## config.mk

```make
export PLATFORM = sky130hd
export DESIGN_NAME = kftt_ram
export DESIGN_NICKNAME = d
export VERILOG_FILES = /design/src/hw/rtl/kftt_ram.sv
export SDC_FILE = /design/constraint.sdc
export NUM_CORES = 1
export LEC_CHECK = 0
export ABC_CLOCK_PERIOD_IN_PS = 3140
export BUFFER_PORTS_ARGS = -buffer_cell sky130_fd_sc_hd__buf_2
export CAP_MARGIN = 30
export CORE_UTILIZATION = 42
export DETAILED_ROUTE_END_ITERATION = 8
export PLACE_DENSITY = 0.7
export REMOVE_ABC_BUFFERS = 1
export SLEW_MARGIN = 15
export SYNTH_ARGS = -nofsm -noshare
export SYNTH_HDL_FRONTEND = slang
export SYNTH_SLANG_ARGS = --single-unit
```

## constraint.sdc

```tcl
create_clock -name clk -period 3.14 [get_ports clk]
set_clock_uncertainty 0.2 [all_clocks]
set_input_delay 0 -clock clk [delete_from_list [all_inputs] [get_ports clk]]
set_output_delay 0 -clock clk [all_outputs]
set_load 0.1 [all_outputs]
```

## src/hw/rtl/kftt_ram.sv

```systemverilog
// generic simple dual port ram, one write and one registered read
module kftt_ram #(
	parameter int WIDTH = 8,
	parameter int DEPTH = 16
) (
	input  logic                     clk,
	input  logic                     wr_en,
	input  logic [$clog2(DEPTH)-1:0] wr_addr,
	input  logic [WIDTH-1:0]         wr_data,
	input  logic                     rd_en,
	input  logic [$clog2(DEPTH)-1:0] rd_addr,
	output logic [WIDTH-1:0]         rd_data
);
	logic [WIDTH-1:0] mem [DEPTH];

	always_ff @(posedge clk) begin
		if (wr_en) begin
			mem[wr_addr] <= wr_data;
		end
		if (rd_en) begin
			rd_data <= mem[rd_addr];
		end
	end
endmodule

```

* After elaboration in Yosys (flattened, before gate mapping)
Memories as Yosys holds them, arrays and structs flattened. A register that Yosys moved wholly into a read port is not among the register bits.
Cells that the tools add are included.
** Operators by class
- Mux-type cells :: 2
** Operators with widths (number)
- two-way mux 1 bit :: 2
** Storage, ports and cells
- Word-level logic and storage cells :: 3
- Memories kept :: 1
- Flip-flop bits (word level) :: 0
- Output and inout bits :: 8
- Bits in writable memories :: 128
- Input bits :: 19
** Memories
- mem :: words 16, bits a word 8, read ports 1, clocked after Yosys merged registers in 1, wr ports 1, line 14 : logic [WIDTH-1:0] mem [DEPTH];

* Logic depth before layout (Yosys ltp)
Gate-level depths: netlist of the first run.
- Word-level depth :: 2
- Gate-level depth with buffers :: 5
- Depth with buffers taken out :: 3

* Worst setup path before layout of the first run
Ideal clock, no wire load.
- Path type :: input to register
- Start point :: input port wr_addr[2]
- End point :: memory mem[0][0], enable pin
- Arrival :: 1110 ps
- Library setup time :: 383 ps
- Data required time :: 2557 ps
- Path slack :: 1447 ps
- Path buffers :: 0
- Stages on the path :: 2
- Cell sequence :: or3b_2 nor3_1
** RTL lines
- start, declared :: line 8 : input logic [$clog2(DEPTH)-1:0] wr_addr,
- end, declared :: line 14
No word-level cell before the write port.

* Final worst setup path of the first run
- Start point :: input port wr_addr[1]
- End point :: memory mem[4][3], enable pin
No word-level cell before the write port.

==> impl_metrics.toml, run 1 <==
[cts]
cts_tree = "built"
cts.root.buffer_cell = "clkbuf_16"
hold_buffers = 12
clk_path_buf_depth = 2
cts-resized-gates = 0
clock-sinks = 136
postCtsSetupRepairBufs = 0
clk_latency_ps = 410
numCtsBuffers = 17
clkTransAtPathRegs_ps = 60
htree_levels = 4

[timing]
max_freq_mhz = 530
finalHoldViolations = 0
rsz0062_at_grt = "no"
drv_slew = 0
setup_tns_ps = 0
worstMarginPinSlew_ps = 1000
setup_viol_count_final = 0
period_share_pct = 60.1
timing.final.crit_period_ps = 1890
hold-worst-slack_ps = 39.4
slew_headroom_pct = 32.8

[logic_synthesis]
synth_top_area_share_pct = 78.1
synth.cell_area_um2 = 5230
synth.ff_latch_count = 136
synth_flop_cell = "edfxtp_1"
synth_compound_area_share_pct = 2.30
synth_edf_count = 136
synthTopCellsByArea = "edfxtp_1, mux4_2, mux4_1"
ys.warnings.count = 0
synthAdderAreaFrac_pct = 0
syn_avg_cell_area_um2 = 22.8
synth_xor_area_share_pct = 0
yosysTopAreaCell = "edfxtp_1"
synth.most_common_cell = "edfxtp_1"
syn_inst = 229
yosysUniqueCellTypes = 18
synthMuxAreaShare_pct = 14.8
synth_top_family_by_area = "multiplexers"
ys_async_sr_fraction_pct = 0
synth_seq_area_share_pct = 78.1
synthSimpleGateAreaFrac_pct = 3.14
synthTopCellsByCount = "edfxtp_1, mux4_2, a22oi_1, mux4_1, nor2_1"

[global_route]
grt_pass1_vias = 2588
overflow = 0
grt_usage_pct = 16.6
antenna_found_initial = 0
grt_pass1_wl_um = 14700
grt_max_degree = 33

[drt]
highest-signal-layer = "met4"
wl_met1_um = 3940
drc = 0
wirelength_um = 9740
ant_nets = 0
routed_via_density = 5.41
wl_per_cell_um = 21.1
drt_pass1_iterations = 4
met3WireLength_um = 569
wl_met2_um = 5090
num_vias = 2501
drt_iter0_drc = 215

[final_layout]
antenna_cells = 0
area_growth_syn_to_layout_pct = 19.6
final_nets = 300
fin_cells = 462
drive_above_1_share_pct = 27.6

[floorplan]
die_h_um = 114
die_area_um2 = 12900
start_util_pct = 43.3
fp.coreArea_um2 = 12100
io-pin-count = 27
die_x_um = 114
fp-row-count = 40

[worst_setup_path]
startpoint_type = "input pin"
crit_required_ps = 3060
worstSetupPathType = "in2reg"
worstSetupEndpointType = "register"
cp.arrival_ps = 1810
crit_path_max_fanout = 7

[placement]
numPortBuffers = 26
place.gp.congestion = 0.840
dp_hpwl_um = 6000
post-place-cells = 418

[status]
status = "complete, no violations"

[pwr]
p_leak_nw = 2.08
peakVddDrop_mv = 0.363
p_total_w = 0.00428
powerDensity_nw_per_um2 = 685

[flow_run]
drv_cap = 0

[min_path]
min_path_type = "in2reg"
[power breakdown]
part | total, W | internal, W | switching, W
combinational | 0.000252 | 0.0000831 | 0.000169
clock | 0.00197 | 0.00125 | 0.000726
sequential | 0.00206 | 0.00205 | 0.0000111
[worst paths after layout]
kind | startpoint | to | slack [ps] | cells past startpoint
setup reg to reg | mem[9][1] | rd_data[1] | 1430 | 3
setup / recovery | wr_addr[1] | mem[4][3] | 1250 | 4
hold reg to reg | mem[12][7] | rd_data[7] | 560 | 3
hold / removal | wr_addr[3] | mem[0][6] | 40 | 4
[routing by layer]
metal / GRT usage, % / vias to the layer above
met3: 5.15 / 12
met4: 6.84 / 0
li1: - / 1093
met5: 0 / -
met2: 27.7 / 109
met1: 20.0 / 1287
[cell families (layout without fill, tap and decap cells)]
| logic type | count (synthesis) | after routing |
|---|---|---|
| muxes | 32 | 32 |
| DFF | 136 | 136 |
| and+or+nand+nor | 35 | 35 |
| buffers and inverters | 10 | 75 |
| AOI/OAI and AO/OA | 16 | 16 |
[state kept, by name, summed over array words and instances (netlist names)]
signal / flops
mem: 128
rd_data: 8
[placed cells by master (no fill, tap or decap), types with 4 or more instances in the layout]
master,Yosys,final
mux4_2,18,18
edfxtp_1,136,136
a22oi_1,16,16
clkinv_4,0,4
nor2_1,13,13
buf_2,3,26
mux4_1,14,14
nand2_1,9,9
nor3_1,4,4
dlygate4sd3_1,0,12
buf_4,1,4
clkbuf_16,0,17
[layout make-up]
class / count / area (um2)
Clock buffer: 17 / 425
Clock inverter: 15 / 176
Fill cell: 923 / 5810
Multi-Input combinational cell: 83 / 1060
Sequential cell: 136 / 4080
Tap cell: 168 / 210
Timing Repair Buffer: 43 / 300
[critical path, cell delays in order]
cell	delay (ps)
dlygate4sd3_1	530
buf_2	170
nor3_1	820
buf_4	280
[stage by stage]
step,setup slack (ps),utilization [%],cell area [um2]
after floorplan,1450,-,5140
after global placement,1260,45.9,5530
after detailed placement,1210,45.9,5530
after CTS,1300,51.8,6250
after global routing,1240,51.8,6250
final,1250,51.8,6250
No activity file was read; power rests on OpenSTA's default activity.
==> inputs of run 2 (changes only) <==
--- a/config.mk
+++ b/config.mk
@@ -5,7 +5,8 @@
 export SDC_FILE = /design/constraint.sdc
 export NUM_CORES = 1
 export LEC_CHECK = 0
-export ABC_CLOCK_PERIOD_IN_PS = 3140
+export ABC_AREA = 1
+export ABC_CLOCK_PERIOD_IN_PS = 1900
 export BUFFER_PORTS_ARGS = -buffer_cell sky130_fd_sc_hd__buf_2
 export CAP_MARGIN = 30
 export CORE_UTILIZATION = 42
==> constraint.sdc (replaced) <==
create_clock -name clk -period 1.9 [get_ports clk]
set_clock_uncertainty 0.2 [all_clocks]
set_input_delay 0 -clock clk [delete_from_list [all_inputs] [get_ports clk]]
set_output_delay 0 -clock clk [all_outputs]
set_load 0.1 [all_outputs]
==> run 2 against run 1 <==
Final area grew 9.6%. Critical path depth grew 4. Sequential power grew 66%. Clock power grew 42%. Global-route usage grew 2.4 points. Register-to-register slack lost 1300 ps. Die area grew 12%. Via count grew 54%. Utilization shrank 0.71 points. Combinational power grew 100%. First-iteration DRC count grew 85%. Largest cell class unchanged. Largest power group unchanged. Highest routed layer unchanged.
==> impl_metrics.toml, run 2 <==
[worst_setup_path]
cp-startpoint = "rd_addr[2]"
reg2reg_from = "mem[9][6]"
crit_family = "buffers and inverters"
path_cells = "dlygate4sd3_1, buf_4, inv_1, buf_4, nand3_1, nand3_1, dlygate4sd3_1, nand2_1"
max_stage_delay_ps = 540
path_depth = 8
worstSetupPathType = "in2reg"
critical_path_buf_inv_count = 5
crit_required_ps = 1860
reg2regPathDepth = 7
cp.arrival_ps = 1770
r2r_slack_ps = 140
crit_path_max_fanout = 10
endpoint = "rd_data[6]"
r2r_end = "rd_data[6]"
startpoint_type = "input pin"
crit_slowest_cell = "dlygate4sd3_1"
worstSetupEndpointType = "register"

[floorplan]
io-pin-count = 27
die_area_um2 = 14400
start_util_pct = 43.6
die_h_um = 120
die_x_um = 120
fp.coreArea_um2 = 13400
fp-row-count = 42

[logic_synthesis]
yosysUniqueCellTypes = 11
synth.ff_latch_count = 136
yosysTopAreaCell = "edfxtp_1"
synthTopCellsByCount = "nand2_1, edfxtp_1, inv_1, nand3_1, nor2_1"
ys.warnings.count = 0
synth.cell_area_um2 = 5850
synth_seq_area_share_pct = 69.8
synth.most_common_cell = "nand2_1"
synth_top_area_share_pct = 69.8
synth_flop_cell = "edfxtp_1"
synth_edf_count = 136
synthTopCellsByArea = "edfxtp_1, nand2_1, nand3_1"
syn_inst = 551
ys_async_sr_fraction_pct = 0
syn_avg_cell_area_um2 = 10.6

[drt]
drt_pass1_iterations = 5
drt_iter0_drc = 398
routed_via_density = 4.87
drc = 0
ant_nets = 0
wl_per_cell_um = 15.5
wirelength_um = 12300
num_vias = 3856

[cts]
htree_levels = 4
numCtsBuffers = 17
cts_tree = "built"
cts.root.buffer_cell = "clkbuf_16"
clkTransAtPathRegs_ps = 60
clk_latency_ps = 400
clk_path_buf_depth = 2
clock-sinks = 136

[timing]
worstMarginPinSlew_ps = 625
drv_slew = 0
hold-worst-slack_ps = 49.0
setup_viol_count_final = 0
finalHoldViolations = 0
period_share_pct = 95.3
rsz0062_at_grt = "no"
timing.final.crit_period_ps = 1810
setup_tns_ps = 0
slew_headroom_pct = 58.3
max_freq_mhz = 552

[final_layout]
drive_above_1_share_pct = 12.0
antenna_cells = 0
design_area_um2 = 6850
final_util_pct = 51.1
area_growth_syn_to_layout_pct = 17.2
fillers = 1194
final_nets = 627
layout_commonest_cell = "nand2_1"
reg.largest.list = "mem x128, rd_data x8"
regMostFlops = "mem"
layout_common_cells = "nand2_1, edfxtp_1, inv_1"
largest_reg_flops = 128

[pwr]
powerDensity_nw_per_um2 = 981
peakVddDrop_mv = 0.715
p_total_w = 0.00672
p_leak_nw = 2.96

[flow_run]
drv_cap = 0

[placement]
dp_hpwl_um = 7780
place.gp.congestion = 0.791
numPortBuffers = 26
placed_area_um2 = 6240

[min_path]
min_path_type = "in2reg"

[global_route]
grt_pass1_wl_um = 20300
overflow = 0
grt_max_degree = 41
antenna_found_initial = 0
grt_usage_pct = 18.9
grt_pass1_vias = 3939

[status]
status = "complete, no violations"
-- run 2: cell count changes after synthesis, sizes merged, moves of 2 or more --
cell / change
nor2: +4
clkdlybuf4s25: -3
mux4: -32
inv: +102
nor3: -4
buf: +17
nand3: +96
nand2b: -2
a22oi: -16
nand2: +164
-- run 2: logic make-up after synthesis --
family                 after synthesis  synth area share, %
buffers and inverters              126                 9.39
DFF                                136                 69.8
and+or+nand+nor                    289                 20.8
-- run 2: what timing repair did --
item / CTS / global route
hold buffers: 12 / 0
buffers inserted: 0 / 0
setup endpoints to repair: 0 / 1
gates resized for setup: 0 / 2
endpoints found under the hold margin: 144 / 0
-- run 2: worst min-delay path by stage --
stage	end	from	cells after the start	slack [ps]
after floorplan	mem[0][0]	wr_data[0]	0	-100
after global placement	rd_data[5]	rd_en	1	170
after detailed placement	rd_data[5]	rd_en	1	180
after CTS	mem[14][6]	wr_addr[2]	4	40
after global routing	mem[1][0]	wr_en	4	60
final	mem[14][6]	wr_addr[2]	4	50
-- run 2: where the power goes --
part	total, W	switching [W]	leakage (nW)	internal (W)
logic	0.000514	0.000374	1.48	0.000141
registers	0.00341	0.0000212	1.24	0.00338
clock network	0.00280	0.00107	0.246	0.00173
total	0.00672	0.00147	2.96	0.00526
-- run 2: cell type report --
cell class / instances / area (um2) / area share (%)
clock buffers: 19 / 433 / 6.32
repair buffers: 62 / 458 / 6.68
flip-flops and latches: 136 / 4080 / 59.6
inverters: 102 / 383 / 5.59
well taps: 176 / 220 / 3.21
clock inverters: 8 / 61.3 / 0.895
multi-input cells: 289 / 1210 / 17.7
-- run 2: worst min-delay path, delay by kind of cell --
kind | cells | cell delay (ps)
buf+inv | 2 | 290
simple gates | 2 | 190
-- run 2: per-stage QoR --
stage,std cells,setup slack (ps)
after floorplan,527,579
after global placement,753,459
after detailed placement,753,426
after CTS,792,67.3
after global routing,792,25.5
final,792,89.4
-- run 2: routing by layer --
layer / vias to the layer above / part of all wire (%) / track usage [%]
met1: 1862 / 45 / 24.6
li1: 1883 / - / -
met4: 0 / 0.69 / 4.22
met3: 8 / 4.8 / 4.66
met5: - / 0 / 0
met2: 103 / 49 / 31.9
==> inputs of run 3 (changes only) <==
--- a/config.mk
+++ b/config.mk
@@ -9,9 +9,12 @@
 export ABC_CLOCK_PERIOD_IN_PS = 1900
 export BUFFER_PORTS_ARGS = -buffer_cell sky130_fd_sc_hd__buf_2
 export CAP_MARGIN = 30
+export CORE_ASPECT_RATIO = 0.9
 export CORE_UTILIZATION = 42
 export DETAILED_ROUTE_END_ITERATION = 8
+export HOLD_SLACK_MARGIN = 0.06
 export PLACE_DENSITY = 0.7
+export RECOVER_POWER = 50
 export REMOVE_ABC_BUFFERS = 1
 export SLEW_MARGIN = 15
 export SYNTH_ARGS = -nofsm -noshare
==> run 3 against run 2 <==
Register-to-register slack worse by 70 ps. Final area decreased by 0.20%. Sequential cell count did not move. Clock power shrank 4%. Via count rose by 3.4%. Final cell count decreased by 0.25%. Count of clock-buffer cells in the layout up 2. Global-route usage increased by 0.77 points. Sequential power about the same. Die area about the same. Utilization down 0.34 points.
==> impl_metrics.toml, run 3 (synthesis gave the netlist of run 2 again) <==
[timing]
setup_viol_count_final = 0
max_freq_mhz = 546
worstMarginPinSlew_ps = 923
slew_headroom_pct = 38.5
setup_tns_ps = 0
rsz0062_at_grt = "no"
finalHoldViolations = 0
timing.final.crit_period_ps = 1830
period_share_pct = 96.5
drv_slew = 0

[floorplan]
fp-row-count = 40
start_util_pct = 43.4
die_area_um2 = 14400
fp.coreArea_um2 = 13500
io-pin-count = 27
die_x_um = 126
die_h_um = 114

[cts]
clkTransAtPathRegs_ps = 50
numCtsBuffers = 17
cts-resized-gates = 0
hold_buffers = 21
clk_path_buf_depth = 2
cts.root.buffer_cell = "clkbuf_16"
cts_tree = "built"
clk_latency_ps = 420
clock-sinks = 136
postCtsSetupRepairBufs = 0
htree_levels = 4

[global_route]
grt_max_degree = 65
overflow = 0
grt_usage_pct = 19.7
grt_pass1_wl_um = 20400
antenna_found_initial = 0
grt_pass1_vias = 3737

[final_layout]
reg.largest.list = "mem x128, rd_data x8"
largest_reg_flops = 128
area_growth_syn_to_layout_pct = 17.0
final_nets = 630
drive_above_1_share_pct = 8.68
layout_commonest_cell = "nand2_1"
antenna_cells = 0
layout_common_cells = "nand2_1, edfxtp_1, inv_1"
final_util_pct = 50.8
regMostFlops = "mem"

[worst_setup_path]
r2r_end = "rd_data[6]"
endpoint = "rd_data[6]"
crit_path_max_fanout = 1
crit_slowest_cell = "dlygate4sd3_1"
startpoint_type = "register"
crit_family = "buffers and inverters"
max_stage_delay_ps = 560
path_depth = 7
worstSetupEndpointType = "register"
worstSetupPathType = "reg2reg"
critical_path_buf_inv_count = 2
cp-startpoint = "mem[12][6]"
reg2reg_from = "mem[12][6]"
path_cells = "inv_1, nand2_1, nand3_1, nand3_1, nand3_1, dlygate4sd3_1, nand2_1"
reg2regPathDepth = 7
r2r_slack_ps = 70
cpMostUsedCell = "nand3_1"
cp.arrival_ps = 1800
crit_required_ps = 1870

[drt]
drt_iter0_drc = 566
ant_nets = 0
routed_via_density = 5.05
wl_per_cell_um = 16.4
wirelength_um = 13000
num_vias = 3987
drc = 0
drt_pass1_iterations = 5

[status]
status = "complete, no violations"

[placement]
place.gp.congestion = 0.902
numPortBuffers = 26
dp_hpwl_um = 8000

[pwr]
peakVddDrop_mv = 0.707
combPwrFrac_pct = 8.1
p_switching_w = 0.00150
p_sw_share_pct = 22.6
p_int_w = 0.00513
p_seq_share_pct = 51.4
p_leak_nw = 2.92
clock_power_share_pct = 40.5
powerDensity_nw_per_um2 = 969

[flow_run]
drv_cap = 0

[min_path]
min_path_type = "in2reg"
==> run 3: cell count changes in the layout (fill, tap and decap cells not counted), sizes merged <==
cell	delta
clkbuf	+13
clkinv	+2
buf	-17
bufinv	-1
dlygate4sd3	+9
==> run 3: per-stage QoR <==
stage / cell area (um2) / std cells / setup WS (ps) / total power [W] / hold WS, ps
after detailed placement: 6170 / 739 / 373 / 0.00396 / 160
after CTS: 6860 / 790 / 128 / 0.00667 / 64.2
after global placement: 6170 / 739 / 419 / 0.00395 / 162
after floorplan: 5680 / 527 / 579 / 0.00374 / -101
final: 6840 / 790 / 67.4 / 0.00663 / 98.4
after global routing: 6840 / 790 / 14.2 / 0.00686 / 114
==> run 3: power groups by stage <==
stage	Clock [W]	Sequential, W	Combinational (W)
6_report	0.00269	0.00341	0.000534
5_1_grt	0.00287	0.00341	0.000580
4_1_cts	0.00273	0.00340	0.000535
3_5_place_dp	0	0.00346	0.000498
3_3_place_gp	0	0.00346	0.000490
2_1_floorplan	0	0.00356	0.000181
==> run 3: cell type report <==
type,instances,area [um2]
inverter,102,383
timing repair buffer,65,472
clock buffer,21,440
tap,168,210
fill,1150,6620
multi-input combinational,289,1210
clock inverter,9,36.3
sequential,136,4080
==> run 3: worst register-to-register path, stage by stage, from the launching register on <==
cell           delay, ps
edfxtp_1             360
inv_1                 60
nand2_1               60
nand3_1               90
nand3_1              100
nand3_1              100
dlygate4sd3_1        560
nand2_1               50
==> run 3: layer usage <==
| metal | up-vias | wire length, um | GRT usage, % |
|---|---|---|---|
| li1 | 1898 | - | - |
| met3 | 23 | 1300 | 6.10 |
| met2 | 211 | 5630 | 27.9 |
| met1 | 1855 | 5730 | 27.7 |
| met5 | - | 0 | 0 |
| met4 | 0 | 316 | 9.32 |
==> run 3: worst min-delay path by stage <==
stage	from	endpoint	slack, ps	cells after the start
3_3_place_gp	rd_en	rd_data[5]	160	1
5_1_grt	rd_addr[1]	rd_data[1]	110	5
4_1_cts	rd_addr[1]	rd_data[1]	60	5
6_report	rd_addr[1]	rd_data[2]	100	5
2_1_floorplan	wr_data[0]	mem[0][0]	-100	0
3_5_place_dp	rd_en	rd_data[5]	160	1
