**config.mk**
```make
export PLATFORM = sky130hd
export DESIGN_NAME = kftt_sort
export DESIGN_NICKNAME = d
export VERILOG_FILES = /design/src/hw/rtl/kftt_pkg.sv /design/src/hw/rtl/kftt_sort.sv
export SDC_FILE = /design/constraint.sdc
export NUM_CORES = 1
export LEC_CHECK = 0
export ABC_AREA = 1
export BUFFER_PORTS_ARGS = -buffer_cell sky130_fd_sc_hd__buf_4
export CAP_MARGIN = 10
export CORE_ASPECT_RATIO = 2
export CORE_MARGIN = 1.5
export CORE_UTILIZATION = 25
export DETAILED_ROUTE_END_ITERATION = 12
export REMOVE_ABC_BUFFERS = 1
export SYNTH_ARGS = -nofsm -noshare
export SYNTH_HDL_FRONTEND = slang
export SYNTH_SLANG_ARGS = --single-unit
```
**constraint.sdc**
```tcl
create_clock -name vclk -period 7
set_clock_uncertainty 0.2 [all_clocks]
set_input_delay 1.4 -clock vclk [all_inputs]
set_output_delay 1.4 -clock vclk [all_outputs]
set_load 0.01 [all_outputs]
```
**src/hw/rtl/kftt_pkg.sv**
```systemverilog
// shared types and constants for the key frequency tracking table
package kftt_pkg;

	localparam int CANDIDATES  = 64;
	localparam int KEY_ATTRS   = 4;
	localparam int FIELD_ATTRS = 4;
	localparam int ATTR_W      = 15;
	localparam int KEY_W       = ATTR_W * FIELD_ATTRS;
	localparam int IDX_W       = 6;
	localparam int USED_W      = 7;
	localparam int FREQ_W      = 31;
	localparam int ROWS_W      = 48;
	localparam logic [ROWS_W-1:0] MIN_ROWS_RESET = 48'd1000;
	localparam logic [FREQ_W-1:0] FREQ_MAX = {FREQ_W{1'b1}};

	localparam logic OP_TRACK  = 1'b0;
	localparam logic OP_REMOVE = 1'b1;

	localparam logic [2:0] ST_HIT       = 3'd0;
	localparam logic [2:0] ST_ADDED     = 3'd1;
	localparam logic [2:0] ST_FULL      = 3'd2;
	localparam logic [2:0] ST_BAD_COUNT = 3'd3;
	localparam logic [2:0] ST_TOO_SMALL = 3'd4;
	localparam logic [2:0] ST_INDEXED   = 3'd5;
	localparam logic [2:0] ST_REMOVED   = 3'd6;
	localparam logic [2:0] ST_BAD_POS   = 3'd7;

	typedef struct packed {
		logic              opcode;
		logic [31:0]       relation_id;
		logic [2:0]        attr_count;
		logic [ATTR_W-1:0] attr_a;
		logic [ATTR_W-1:0] attr_b;
		logic [ATTR_W-1:0] attr_c;
		logic [ATTR_W-1:0] attr_d;
		logic [ROWS_W-1:0] row_estimate;
		logic              already_indexed;
		logic [IDX_W-1:0]  position;
	} req_t;

	typedef struct packed {
		logic [2:0]        status;
		logic [IDX_W-1:0]  slot;
		logic [FREQ_W-1:0] frequency;
		logic [USED_W-1:0] entries_used;
	} rsp_t;

	typedef struct packed {
		logic [31:0]       relation;
		logic [2:0]        attr_count;
		logic [KEY_W-1:0]  attrs;
		logic [FREQ_W-1:0] frequency;
	} entry_t;

	localparam int ENTRY_W = $bits(entry_t);

endpackage

```
**src/hw/rtl/kftt_sort.sv**
```systemverilog
// sorts the valid attributes of a request ascending and packs the key
module kftt_sort (
	input  kftt_pkg::req_t              req,
	output logic [kftt_pkg::KEY_W-1:0]  key
);
	import kftt_pkg::*;

	// invalid attributes carry a high tag bit so they sink to the end
	logic [ATTR_W:0] v0 [FIELD_ATTRS];
	logic [ATTR_W:0] v1 [FIELD_ATTRS];
	logic [ATTR_W:0] v2 [FIELD_ATTRS];
	logic [ATTR_W:0] v3 [FIELD_ATTRS];

	always_comb begin
		v0[0] = {(req.attr_count <= 3'd0), req.attr_a};
		v0[1] = {(req.attr_count <= 3'd1), req.attr_b};
		v0[2] = {(req.attr_count <= 3'd2), req.attr_c};
		v0[3] = {(req.attr_count <= 3'd3), req.attr_d};
		v1 = v0;
		if (v0[0] > v0[1]) begin v1[0] = v0[1]; v1[1] = v0[0]; end
		if (v0[2] > v0[3]) begin v1[2] = v0[3]; v1[3] = v0[2]; end
		v2 = v1;
		if (v1[0] > v1[2]) begin v2[0] = v1[2]; v2[2] = v1[0]; end
		if (v1[1] > v1[3]) begin v2[1] = v1[3]; v2[3] = v1[1]; end
		v3 = v2;
		if (v2[1] > v2[2]) begin v3[1] = v2[2]; v3[2] = v2[1]; end
		for (int i = 0; i < FIELD_ATTRS; i++) begin
			key[i*ATTR_W +: ATTR_W] = v3[i][ATTR_W] ? '0 : v3[i][ATTR_W-1:0];
		end
	end
endmodule
```
# --- Word level (Yosys, flattened, before mapping) ---
# Cells that the tools add are included.
word_totals:
  in_bits: 151
  out_inout_bits: 60
  reg_bits: 0
classes:
  n_mux: 11
  n_lt_le_gt_ge: 9
ops:
  columns: ["cell", "count"]
  rows:
  - ["$mux 32", 3]
  - ["$gt 16x16->1", 5]
  - ["$mux 16", 4]
  - ["$mux 15", 4]
  - ["$le 3x1->1 const B", 2]
  - ["$le 3x2->1 const B", 2]

# --- Depth between registers and ports, before layout ---
# Gate-level depths: netlist (run 1).
depth:
  ltp_word: 8
  ltp_mapped: 43

# --- Least setup slack after synthesis (run 1) ---
# OpenSTA, ideal clock, no wires.
synth_timing:
  path_type: "input to output"
  startpoint: "input port req[116] in the netlist's numbering"
  endpoint: "output port key[34] in the netlist's numbering"
  path_slack_ns: -0.231
  arrival_time_ns: 5.631
  stages: 34
  path_cell_list: "nor2_1 inv_1 nor2_1 ha_1 a21oi_1 o21ai_0 a21oi_1 nand2_2 nand2_1 buf_4 nand2_1 and2_1 ha_1 a21oi_1 o21a_1 nand2_1 nand2_1 nand2_1 nand2_1 buf_4 buf_6 nand3_1 and2_1 ha_1 nand2_1 nor2_2 nand4_1 a21o_1 nand2_1 o21ai_2 nand3_1 nand2_2 buf_6 nor2_2"
synth_between:
  elab_chain_cells: 8
  word_cells_on_any_way: 15
  classes_between: "9 x order compare; 6 x mux"
synth_rtl:
  columns: ["item", "line_no", "text"]
  rows:
  - ["start, declared", "kftt_sort.sv:3", "input kftt_pkg::req_t req,"]
  - ["$le 3x1->1 (tied with other cells)", "kftt_sort.sv:15", "v0[0] = {(req.attr_count <= 3'd0), req.attr_a};"]
  - ["$gt 16x16->1, on equally long branches", "kftt_sort.sv:20, kftt_sort.sv:21", null]
  - ["$mux 32, on equally long branches", "kftt_sort.sv:20, kftt_sort.sv:21", null]
  - ["$gt 16x16->1, on equally long branches", "kftt_sort.sv:24, kftt_sort.sv:23", null]
  - ["$mux 16, on equally long branches", "kftt_sort.sv:24, kftt_sort.sv:23", null]
  - ["$gt 16x16->1", "kftt_sort.sv:26", "if (v2[1] > v2[2]) begin v3[1] = v2[2]; v3[2] = v2[1]; end"]
  - ["$mux 32 *", "kftt_sort.sv:26", null]
  - ["$mux 15 *", "kftt_sort.sv:28", "key[i*ATTR_W +: ATTR_W] = v3[i][ATTR_W] ? '0 : v3[i][ATTR_W-1:0];"]
  - ["end, declared", "kftt_sort.sv:4", "output logic [kftt_pkg::KEY_W-1:0] key"]
# Every way passes the cells marked *; elsewhere a longest branch is shown, timed or not.

# --- Worst setup path after layout (run 1) ---
layout_timing:
  startpoint: "input port req[116] in the netlist's numbering"
  endpoint: "output port key[30] in the netlist's numbering"
# Same word-level chain as after synthesis.

==> metrics list, run 1 <==
- Grouping stages by cell kind, the critical path spends the most delay in simple AND/OR/NAND/NOR gates.
- The die covers 20,030 um^2.
* Final period utilization: 1.128
- The core region is 18,740 um^2.
- Total leakage power: 0.005265 uW
- After the first detailed-routing iteration, the DRC count stood at 394.
- Largest net degree at the start of global routing: 32
* Design area: 10,150 um^2
* Remaining Overflow, GRT: 0
- Port buffering added 123 buffers.
- Total power of the final layout: 3182 uW
- Across every metal layer, demand over resource in global routing totals 0.2246.
* First-pass DRT Iterations: 5
- Portion of total power attributed to sequential cells: 0
- For this block, the routed nets add up to 25.23 mm of wire.
- Number of sequential cells: 0
- Critical path required time: 5400 ps
- Share of the synthesized area in the top cell type: 0.2092
- Measured along the x axis, the die boundary spans 100.8 um.
- In this run the tightest slew margin relative to its limit is 0.5896.
* Antenna violations before repair: 0
- The congestion estimate from routability-driven global placement came to 0.9787.
* Transition time at the pin with the least slew margin: 615.5 ps
- Vias after detailed routing: 7,778
* Final count of pins violating max slew: 0
- For this run, design rule violations remaining after detail routing come to 0.
- After synthesis, the most frequently instantiated cells are nand2_1, nand3_1, inv_1, ha_1, nor2_1.
* Startpoint-to-endpoint class of the critical path: primary input to output port
- After synthesis, the cell types taking the most area are ha_1, nand2_1, nand3_1.
- Max Clk Rate: 126.7 MHz
- Portion of total power attributed to combinational logic: 1.000
- Number of failing setup endpoints in the final timing report: 30
* Net load switching power: 1610 uW
- For this design the top-level I/O count stands at 211.
* Biggest cell delay along the critical path: 270 ps
- Post-synthesis simple-gate area fraction: 0.5544
* Worst setup startpoint: req[116]
* Worst path arrival time: 6290 ps
- The hold violation total from the final report is 0.
- The initial utilization of the core area, before any placement, comes to 0.2553.
- Share of the synthesized area in compound gates (AO/OA/AOI/OAI): 0.1072
- The detail route stage leaves a number of antenna-violating nets equal to 0.
- Kind of capture point of the worst setup path: output port
- Mean area per synthesized cell: 5.352 um^2
* Slowest cell on the critical path: ha_4
- Count of buffer and inverter cells on the critical path: 11
- The worst setup path is launched from a primary input.
- Shortest period the worst path allows: 7894 ps
- The tool flagged a number of max-cap violations equal to 0.
* Sequential cell area in the final layout: 0 um^2
* Xor/xnor cell area share of the yosys netlist: 0
- Instance count of the mapped netlist: 894
- Of all cell types, the one taking the most synthesized area is ha_1.
* Detailed-route wire length per cell: 16.30 um
- Unrepaired setup endpoints after global routing: true
- Timing analysis after detailed placement gives a worst setup slack of -1160 ps.
- Of the total power, the clock network draws 0.
* Class of the tightest hold or removal check: primary input to output port
- Relative to the synthesized area, the layout overhead comes to 112.2%.
- After detailed routing, the number of vias per cell comes to 5.025.
- Measured against the total synthesized area, the mux share comes to 0.
- Antenna diodes: 0
- Net count reported at finish: 1,526
- After layout, the clock buffer instance count stands at 0.
- HPWL after detailed placement: 17.81 mm
* Power density relative to cell area: 313.5 nW/um^2
- Of all nets on the critical path, the largest fanout is 7.
- Of the cells placed in the final design, the portion with a size suffix greater than 1 is 0.5824.
- Slack of the critical path: -893.6 ps
- Most repeated cell in the gate-level netlist after synthesis: nand2_1
- Once placement finished, the instance area stood at 7854 um^2.
* Total of fill cells in the finished design: 1,715
- Fin util: 0.5416
- The number of global-route vias before repair was 7,360.
* Proportion of synthesized chip area in sequential cells: 0
- Fraction of power spent switching nets: 0.5058
- Violated checks: setup timing
* Internal power component: 1572 uW
* Combinational family with the most area after synthesis: simple AND/OR/NAND/NOR gates
- Synth warnings: 0
- Post-synth design cell area: 4785 um^2
- Combined area of the multi-input logic cells: 5757 um^2
- The netlist uses 26 different library cells.
- Of the total synthesized cell area, the portion taken by full adders, half adders and majority gates is 0.2092.
- Min-Delay Startpoint: req[72]
- The first global-routing pass estimated 35.25 mm of wire.
* Number of core rows: 71
* CP dominant cell by count: nor2_4
- The run finished, with violations left.
- IR analysis of the VDD net gives a maximum drop of 0.4253 mV.
- Die height: 198.6 um
worst paths after layout:
kind	endpoint	slack (ps)	depth (start not counted)
worst min-delay path	key[17]	3300	8
worst max-delay path	key[30]	-890	37
cells by family (layout without fill, tap and decap cells):
logic type	count (synthesis)	after routing
buffers and inverters	143	542
AO/OA/AOI/OAI	92	92
AND/OR/NAND/NOR	579	579
adder cells (fa/ha/maj)	80	80
power groups by stage:
| stage | Combinational, uW | Clock [uW] | Sequential, uW |
|---|---|---|---|
| final | 3180 | 0 | 0 |
| after floorplan | 1160 | 0 | 0 |
| after global routing | 3420 | 0 | 0 |
| after global placement | 2330 | 0 | 0 |
| after CTS | 2720 | 0 | 0 |
| after detailed placement | 2370 | 0 | 0 |
timing repair:
action,in CTS,in global routing
buffers inserted,32,14
hold endpoints to repair,0,0
pin swaps,79,92
hold buffers,0,0
gates cloned,8,2
setup endpoints to repair,30,45
gates resized for setup,199,208
final cells by class:
| type | instances | share of cell area |
|---|---|---|
| tap | 255 | 0.03143 |
| inverter | 102 | 0.03870 |
| timing repair buffer | 440 | 0.3628 |
| multi-input combinational | 751 | 0.5671 |
layer usage:
layer,vias up,track usage,wire [um]
li1,3750,-,-
met1,3614,0.2219,8432
met2,303,0.4427,13500
met3,111,0.002811,934
met4,0,0.1502,2362
met5,-,0,0
metrics by stage:
| stage | instances | hold slack (ps) | TNS (ps) |
|---|---|---|---|
| final | 1548 | 3296 | -25570 |
| after floorplan | 853 | 2934 | -71490 |
| after detailed placement | 1494 | 3304 | -32770 |
| after global placement | 1494 | 3308 | -29740 |
| after global routing | 1548 | 3361 | -32210 |
| after CTS | 1534 | 3308 | -20790 |
cell usage in the layout (no fill, tap or decap), types with 2 or more instances in the layout:
| cell | instances |
|---|---|
| and2_1 | 8 |
| o21ai_1 | 12 |
| inv_2 | 19 |
| o21ai_4 | 3 |
| o21ai_0 | 27 |
| nand4_1 | 7 |
| a21oi_2 | 11 |
| nor2_1 | 41 |
| nand2_4 | 31 |
| a21oi_1 | 27 |
| o21ai_2 | 2 |
| buf_16 | 3 |
| buf_12 | 11 |
| nand3_2 | 47 |
| nand3_1 | 127 |
| nand2_1 | 162 |
| buf_4 | 394 |
| nor3_4 | 2 |
| ha_4 | 38 |
| ha_1 | 42 |
| o21a_1 | 4 |
| and2_4 | 23 |
| nor2_2 | 22 |
| a21o_1 | 2 |
| a21oi_4 | 4 |
| buf_8 | 9 |
| nand3_4 | 19 |
| nand2_2 | 72 |
| clkbuf_16 | 2 |
| buf_6 | 21 |
| inv_1 | 80 |
| nor2_4 | 17 |
(Power assumes the default switching activity.)
==> run 2, diff against run 1 <==
Settings changed: BUFFER_PORTS_ARGS -buffer_cell sky130_fd_sc_hd__buf_4 to -buffer_cell sky130_fd_sc_hd__buf_2, GPL_TIMING_DRIVEN from default to 0.
==> metrics list, run 2 (synthesis gave the netlist of run 1 again) <==
* CP startpoint kind: primary input
- Number of I/O pins: 211 (unchanged)
- The largest fanout on the critical path was 8 (+1).
* Vias after detailed routing: 7,481 (-3.8%)
- The first-iteration detailed-routing DRC count was 778 (+97%).
- Total of fill cells in the finished design: 1,811 (+5.6%)
* Shortest period the worst path allows: 8223 ps (+329.3 ps)
* IO Port Bufs: 123 (unchanged)
- GP Congestion: 0.9398 (-4.0%)
- The critical path is of the primary input to output port type.
- The peak supply drop is 0.3953 mV (-7.1%).
* Relative slew slack: 0.5963 (+0.006699)
* Initial Util: 0.2553 (unchanged)
- The fraction of final layout cells with drive strength greater than 1 is 0.4435 (-0.1388).
* Critical path required time: 5400 ps (about the same)
- The number of buffers and inverters on the critical path was 9 (-2).
* Final period utilization: 1.175 (+0.04705)
* Hold Fails Final Rpt: 0 (unchanged)
- Net count reported at finish: 1,322 (-13%)
- Min-Delay Startpoint: req[106]
* HPWL after detailed placement: 15.49 mm (-13%)
- The number of clock buffer instances in the layout came to 0 (unchanged).
* Antenna diodes: 0 (unchanged)
- First-pass DRT Iterations: 5 (unchanged)
- Largest net degree at the start of global routing: 23 (-28%)
- Class of the tightest hold or removal check: primary input to output port
- The footprint of the multi-input gates came to 5738 um^2 (-0.33%).
- Remaining design rule violation count: 0 (unchanged)
- STA classifies the critical path endpoint as an output port.
- The proportion of power drawn by combinational gates came to 1.000 (about the same).
- Remaining Overflow, GRT: 0 (unchanged)
- Clock Power Share: 0 (unchanged)
- Area Growth Syn to Fin: 72.54%
- The run finished, with violations left.
- Final setup TNS: -35,080 ps (-9509 ps)
- Number of failing setup endpoints in the final timing report: 30 (unchanged)
- The final worst setup slack is -1223 ps (-329.3 ps).
- Transition time at the pin with the least slew margin: 605.4 ps (-10.05 ps)
- Number of sequential cells: 0 (unchanged)
- The library cell used most frequently in the layout, excluding fill and tap cells, is nand2_1.
- Worst setup startpoint: req[116]
- The routed length per placed instance was 19.49 um (+20%).
- The switching power of the nets was 1730 uW (+7.5%).
- The number of max-slew violations in the final report came to 0 (unchanged).
- Violated checks: setup timing
- The initial antenna violation count was 0 (unchanged).
- Vias per cell: 5.566 (+11%)
* Vias in the first global route: 7,155 (-2.8%)
* CTS Hold Bufs: 0 (unchanged)
* Sequential cell area in the final layout: 0 um^2 (unchanged)
- Family of cells with the greatest summed delay on the critical path: simple AND/OR/NAND/NOR gates
- The residual antenna-violating net count after detailed routing came to 0 (unchanged).
- Slowest cell on the critical path: ha_1
* Max Clk Rate: 121.6 MHz (-4.0%)
- Worst path arrival time: 6620 ps (+330 ps)
* Biggest cell delay along the critical path: 390 ps (+120 ps)
- Setup repair after global routing could not meet its margin everywhere.
* Die Wd: 100.8 um (unchanged)
- The number of cell rows is 71 (unchanged).
- The aggregate routed wire length is 26.20 mm (+3.8%).
- Fraction of power spent switching nets: 0.5697 (+0.06388)
* Internal power component: 1306 uW (-17%)
- The height of the chip is 198.6 um (unchanged).
* Total global-route track usage: 0.2408 (+0.01620)
* Core area: 18,740 um^2 (unchanged)
* Portion of total power attributed to sequential cells: 0 (unchanged)
* Global-route wire length before repair: 37.06 mm (+5.1%)
- Most used cells in the layout excluding fill and tap cells: nand2_1, nand3_1, buf_2
- The pre-CTS setup slack came to -4711 ps (-3551 ps).
- Power density relative to cell area: 367.7 nW/um^2 (+17%)
* Max-Cap Viols: 0 (unchanged)
- Total Die Area: 20,030 um^2 (unchanged)
- The static leakage power is 0.004210 uW (-20%).
run 2: worst paths after layout:
check | cells past startpoint | end | slack [ps]
worst max-delay path | 35 | key[17] | -1220
worst min-delay path | 8 | key[36] | 3250
run 2: layout make-up:
type                       count  share of cell area
timing repair inverter         3            0.003183
inverter                     102             0.04804
multi-input combinational    767              0.6951
timing repair buffer         217              0.2151
tap                          255             0.03865
run 2: power by group through the flow:
| stage | clock, uW | combinational [uW] | sequential (uW) |
|---|---|---|---|
| 2_1_floorplan | 0 | 1160 | 0 |
| 3_3_place_gp | 0 | 1730 | 0 |
| 3_5_place_dp | 0 | 1760 | 0 |
| 4_1_cts | 0 | 2510 | 0 |
| 5_1_grt | 0 | 3220 | 0 |
| 6_report | 0 | 3040 | 0 |
run 2: what timing repair did:
item	CTS	global route
pin swaps	100	60
cloned	21	1
resized for setup	244	122
buffers inserted	72	19
endpoints found under the setup margin	60	51
run 2: through the flow:
stage                     area (um^2)  utilization  instances  total power (uW)  hold slack, ps
after floorplan                  4549            -        853              1165            2934
after CTS                        7508       0.4006       1325              2508            3246
after global routing             8255       0.4404       1344              3220            3294
after detailed placement         5519       0.2944       1232              1764            3251
final                            8255       0.4404       1344              3036            3253
after global placement           5484       0.2926       1231              1726            3235
run 2: metal layers:
layer	GRT usage	wire length, um	vias up
met4	0.1716	2278	0
met2	0.4377	13360	505
met5	0	0	-
met1	0.2532	8281	3448
li1	-	-	3372
met3	0.02249	2276	156
run 2: tightest hold or removal path: stages:
cell and delay (ps):
buf_2 110, inv_1 60, nand2_1 70, nand3_2 100, nand3_1 70, nand2_1 80
nor2_2 40, buf_2 130
==> run 3, diff against run 2 <==
Settings changed: CORE_ASPECT_RATIO 2 to default.
==> metrics list, run 3 (synthesis gave the netlist of run 1 again) <==
* Initial Util: 0.2549 (-0.0003233)
- Global-route wire length before repair: 40.06 mm (+8.1%)
- Clkbuf count: 0 (unchanged)
* Violated checks: setup timing
* Class of the tightest hold or removal check: primary input to output port
* Total power of the final layout: 3594 uW (+18%)
- Fraction of power spent switching nets: 0.5725 (+0.002754)
- Shortest period the worst path allows: 8298 ps (+75.19 ps)
- The number of nets in the finished design came to 1,326 (+0.30%).
* Sequential cell area in the final layout: 0 um^2 (unchanged)
- Remaining Overflow, GRT: 0 (unchanged)
* CP dominant cell by count: nor2_4
- The total track usage was 0.2599 (+0.01908).
- Antenna-violating nets left: 0 (unchanged)
- The per-cell via count in the routed design came to 5.910 (+6.2%).
- Final setup TNS: -43,040 ps (-7963 ps)
- The post-placement cell count was 1,213 (-1.5%).
- Hold Fails Final Rpt: 0 (unchanged)
- Worst VDD drop: 0.2074 mV (-48%)
* Post-detailed-routing wire length: 29.61 mm (+13%)
- The power density relative to cell area came to 391.4 nW/um^2 (+6.4%).
* Total leakage power: 0.004442 uW (+5.5%)
* Slack of the critical path: -1298 ps (-75.19 ps)
- The number of global-route vias before repair is 7,528 (+5.2%).
- Fin util: 0.4893 (+0.04891)
- The data required time at the worst endpoint was 5400 ps (about the same).
- The vias after detailed routing is 7,855 (+5.0%).
* Final period utilization: 1.185 (+0.01074)
* Max Clk Rate: 120.5 MHz (-0.91%)
- The sequential cell count of the final layout is 0 (unchanged).
- The height of the chip came to 141.3 um (-29%).
* CP max FO: 8 (unchanged)
- Core area: 18,770 um^2 (+0.13%)
- Number of core rows: 50 (-30%)
* Transition time at the pin with the least slew margin: 1052 ps (+446.5 ps)
- Remaining design rule violation count: 0 (unchanged)
- The final hold slack came to 3231 ps (-21.97 ps).
- Post-layout instance count excluding filler cells: 1,329 (-1.1%)
- Portion of total power attributed to combinational logic: 1.000 (about the same)
- Die Wd: 141.3 um (+40%)
- The critical path is of the primary input to output port type.
- Net load switching power: 2058 uW (+19%)
- Most used cells in the layout excluding fill and tap cells: nand2_1, nand3_1, buf_2
* Portion of total power attributed to sequential cells: 0 (unchanged)
- Number of I/O pins: 211 (unchanged)
- Fraction of layout cells with a size suffix above 1: 0.5471 (+0.1036)
* Area Growth Syn to Fin: 91.95%
- The worst stage delay on the critical path was 300 ps (-90 ps).
* Relative slew slack: 0.2986 (-0.2977)
- Worst path arrival time: 6700 ps (+80 ps)
- Detailed-route wire length per cell: 22.28 um (+14%)
- The initial antenna violation count is 2 (+2).
- GP Congestion: 0.8621 (-8.3%)
- STA classifies the critical path endpoint as an output port.
- Violation count after the first detailed-route iteration: 814 (+4.6%)
- First-pass DRT Iterations: 6 (+1)
- The worst setup path is launched from a primary input.
- IO Port Bufs: 123 (unchanged)
* Outcome: finished, violations left
- The final count of negative-setup-slack endpoints came to 46 (+53%).
- Most common cell after layout, fill and taps aside: nand2_1
- The share of power burned in the clock network was 0 (unchanged).
- Largest net degree at the start of global routing: 23 (unchanged)
* Final count of pins violating max slew: 0 (unchanged)
* Internal power component: 1537 uW (+18%)
- Setup repair after global routing could not meet its margin everywhere.
- For this design, the slowest cell found on the critical path is nor3_4.
- The HPWL after detailed placement is 14.16 mm (-8.6%).
- The count of maximum capacitance violations was 0 (unchanged).
* CTS Hold Bufs: 0 (unchanged)
- Total Die Area: 19,980 um^2 (-0.25%)
-- run 3: per-stage QoR --
| stage | instance area, um^2 | setup WS, ps |
|---|---|---|
| 2_1_floorplan | 4549 | -2264 |
| 3_3_place_gp | 5458 | -5730 |
| 3_5_place_dp | 5543 | -4746 |
| 4_1_cts | 8328 | -781.0 |
| 5_1_grt | 9184 | -1371 |
| 6_report | 9184 | -1298 |
-- run 3: cell type report --
class | count | area, um^2
inverters | 102 | 406.6
well taps | 234 | 292.8
repair inverters | 2 | 22.52
diodes | 2 | 5.005
fillers | 1682 | 9584
multi-input cells | 764 | 6487
repair buffers | 225 | 1969
-- run 3: final timing paths --
kind | from | endpoint | slack [ps] | cells after the start
max | req[116] | key[30] | -1300 | 35
min | req[87] | key[47] | 3230 | 8
-- run 3: worst max-delay path, delay by kind of cell --
kind                       cells  cell delay [ps]
and+or+nand+nor               16             2160
AOI/OAI and AO/OA              6             1030
buffers and inverters         10             1470
adders and majority gates      3              610
-- run 3: power groups by stage --
| stage | clock network [uW] | logic, uW | registers, uW |
|---|---|---|---|
| 2_1_floorplan | 0 | 1160 | 0 |
| 3_3_place_gp | 0 | 1790 | 0 |
| 3_5_place_dp | 0 | 1820 | 0 |
| 4_1_cts | 0 | 2970 | 0 |
| 5_1_grt | 0.0000384 | 3730 | 0 |
| 6_report | 0.0000384 | 3590 | 0 |
-- run 3: repair_timing --
item / in CTS / in global routing
endpoints found under the setup margin: 60 / 60
gates resized for setup: 377 / 166
pin swaps: 103 / 79
cloned: 20 / 0
buffers inserted: 79 / 16
-- run 3: routing by layer --
layer,routed length (um),part of all wire,GRT usage
met1,10200,0.34,0.3077
met4,2726,0.092,0.1760
met5,0,0,0
met3,3471,0.12,0.04117
met2,13220,0.45,0.4329
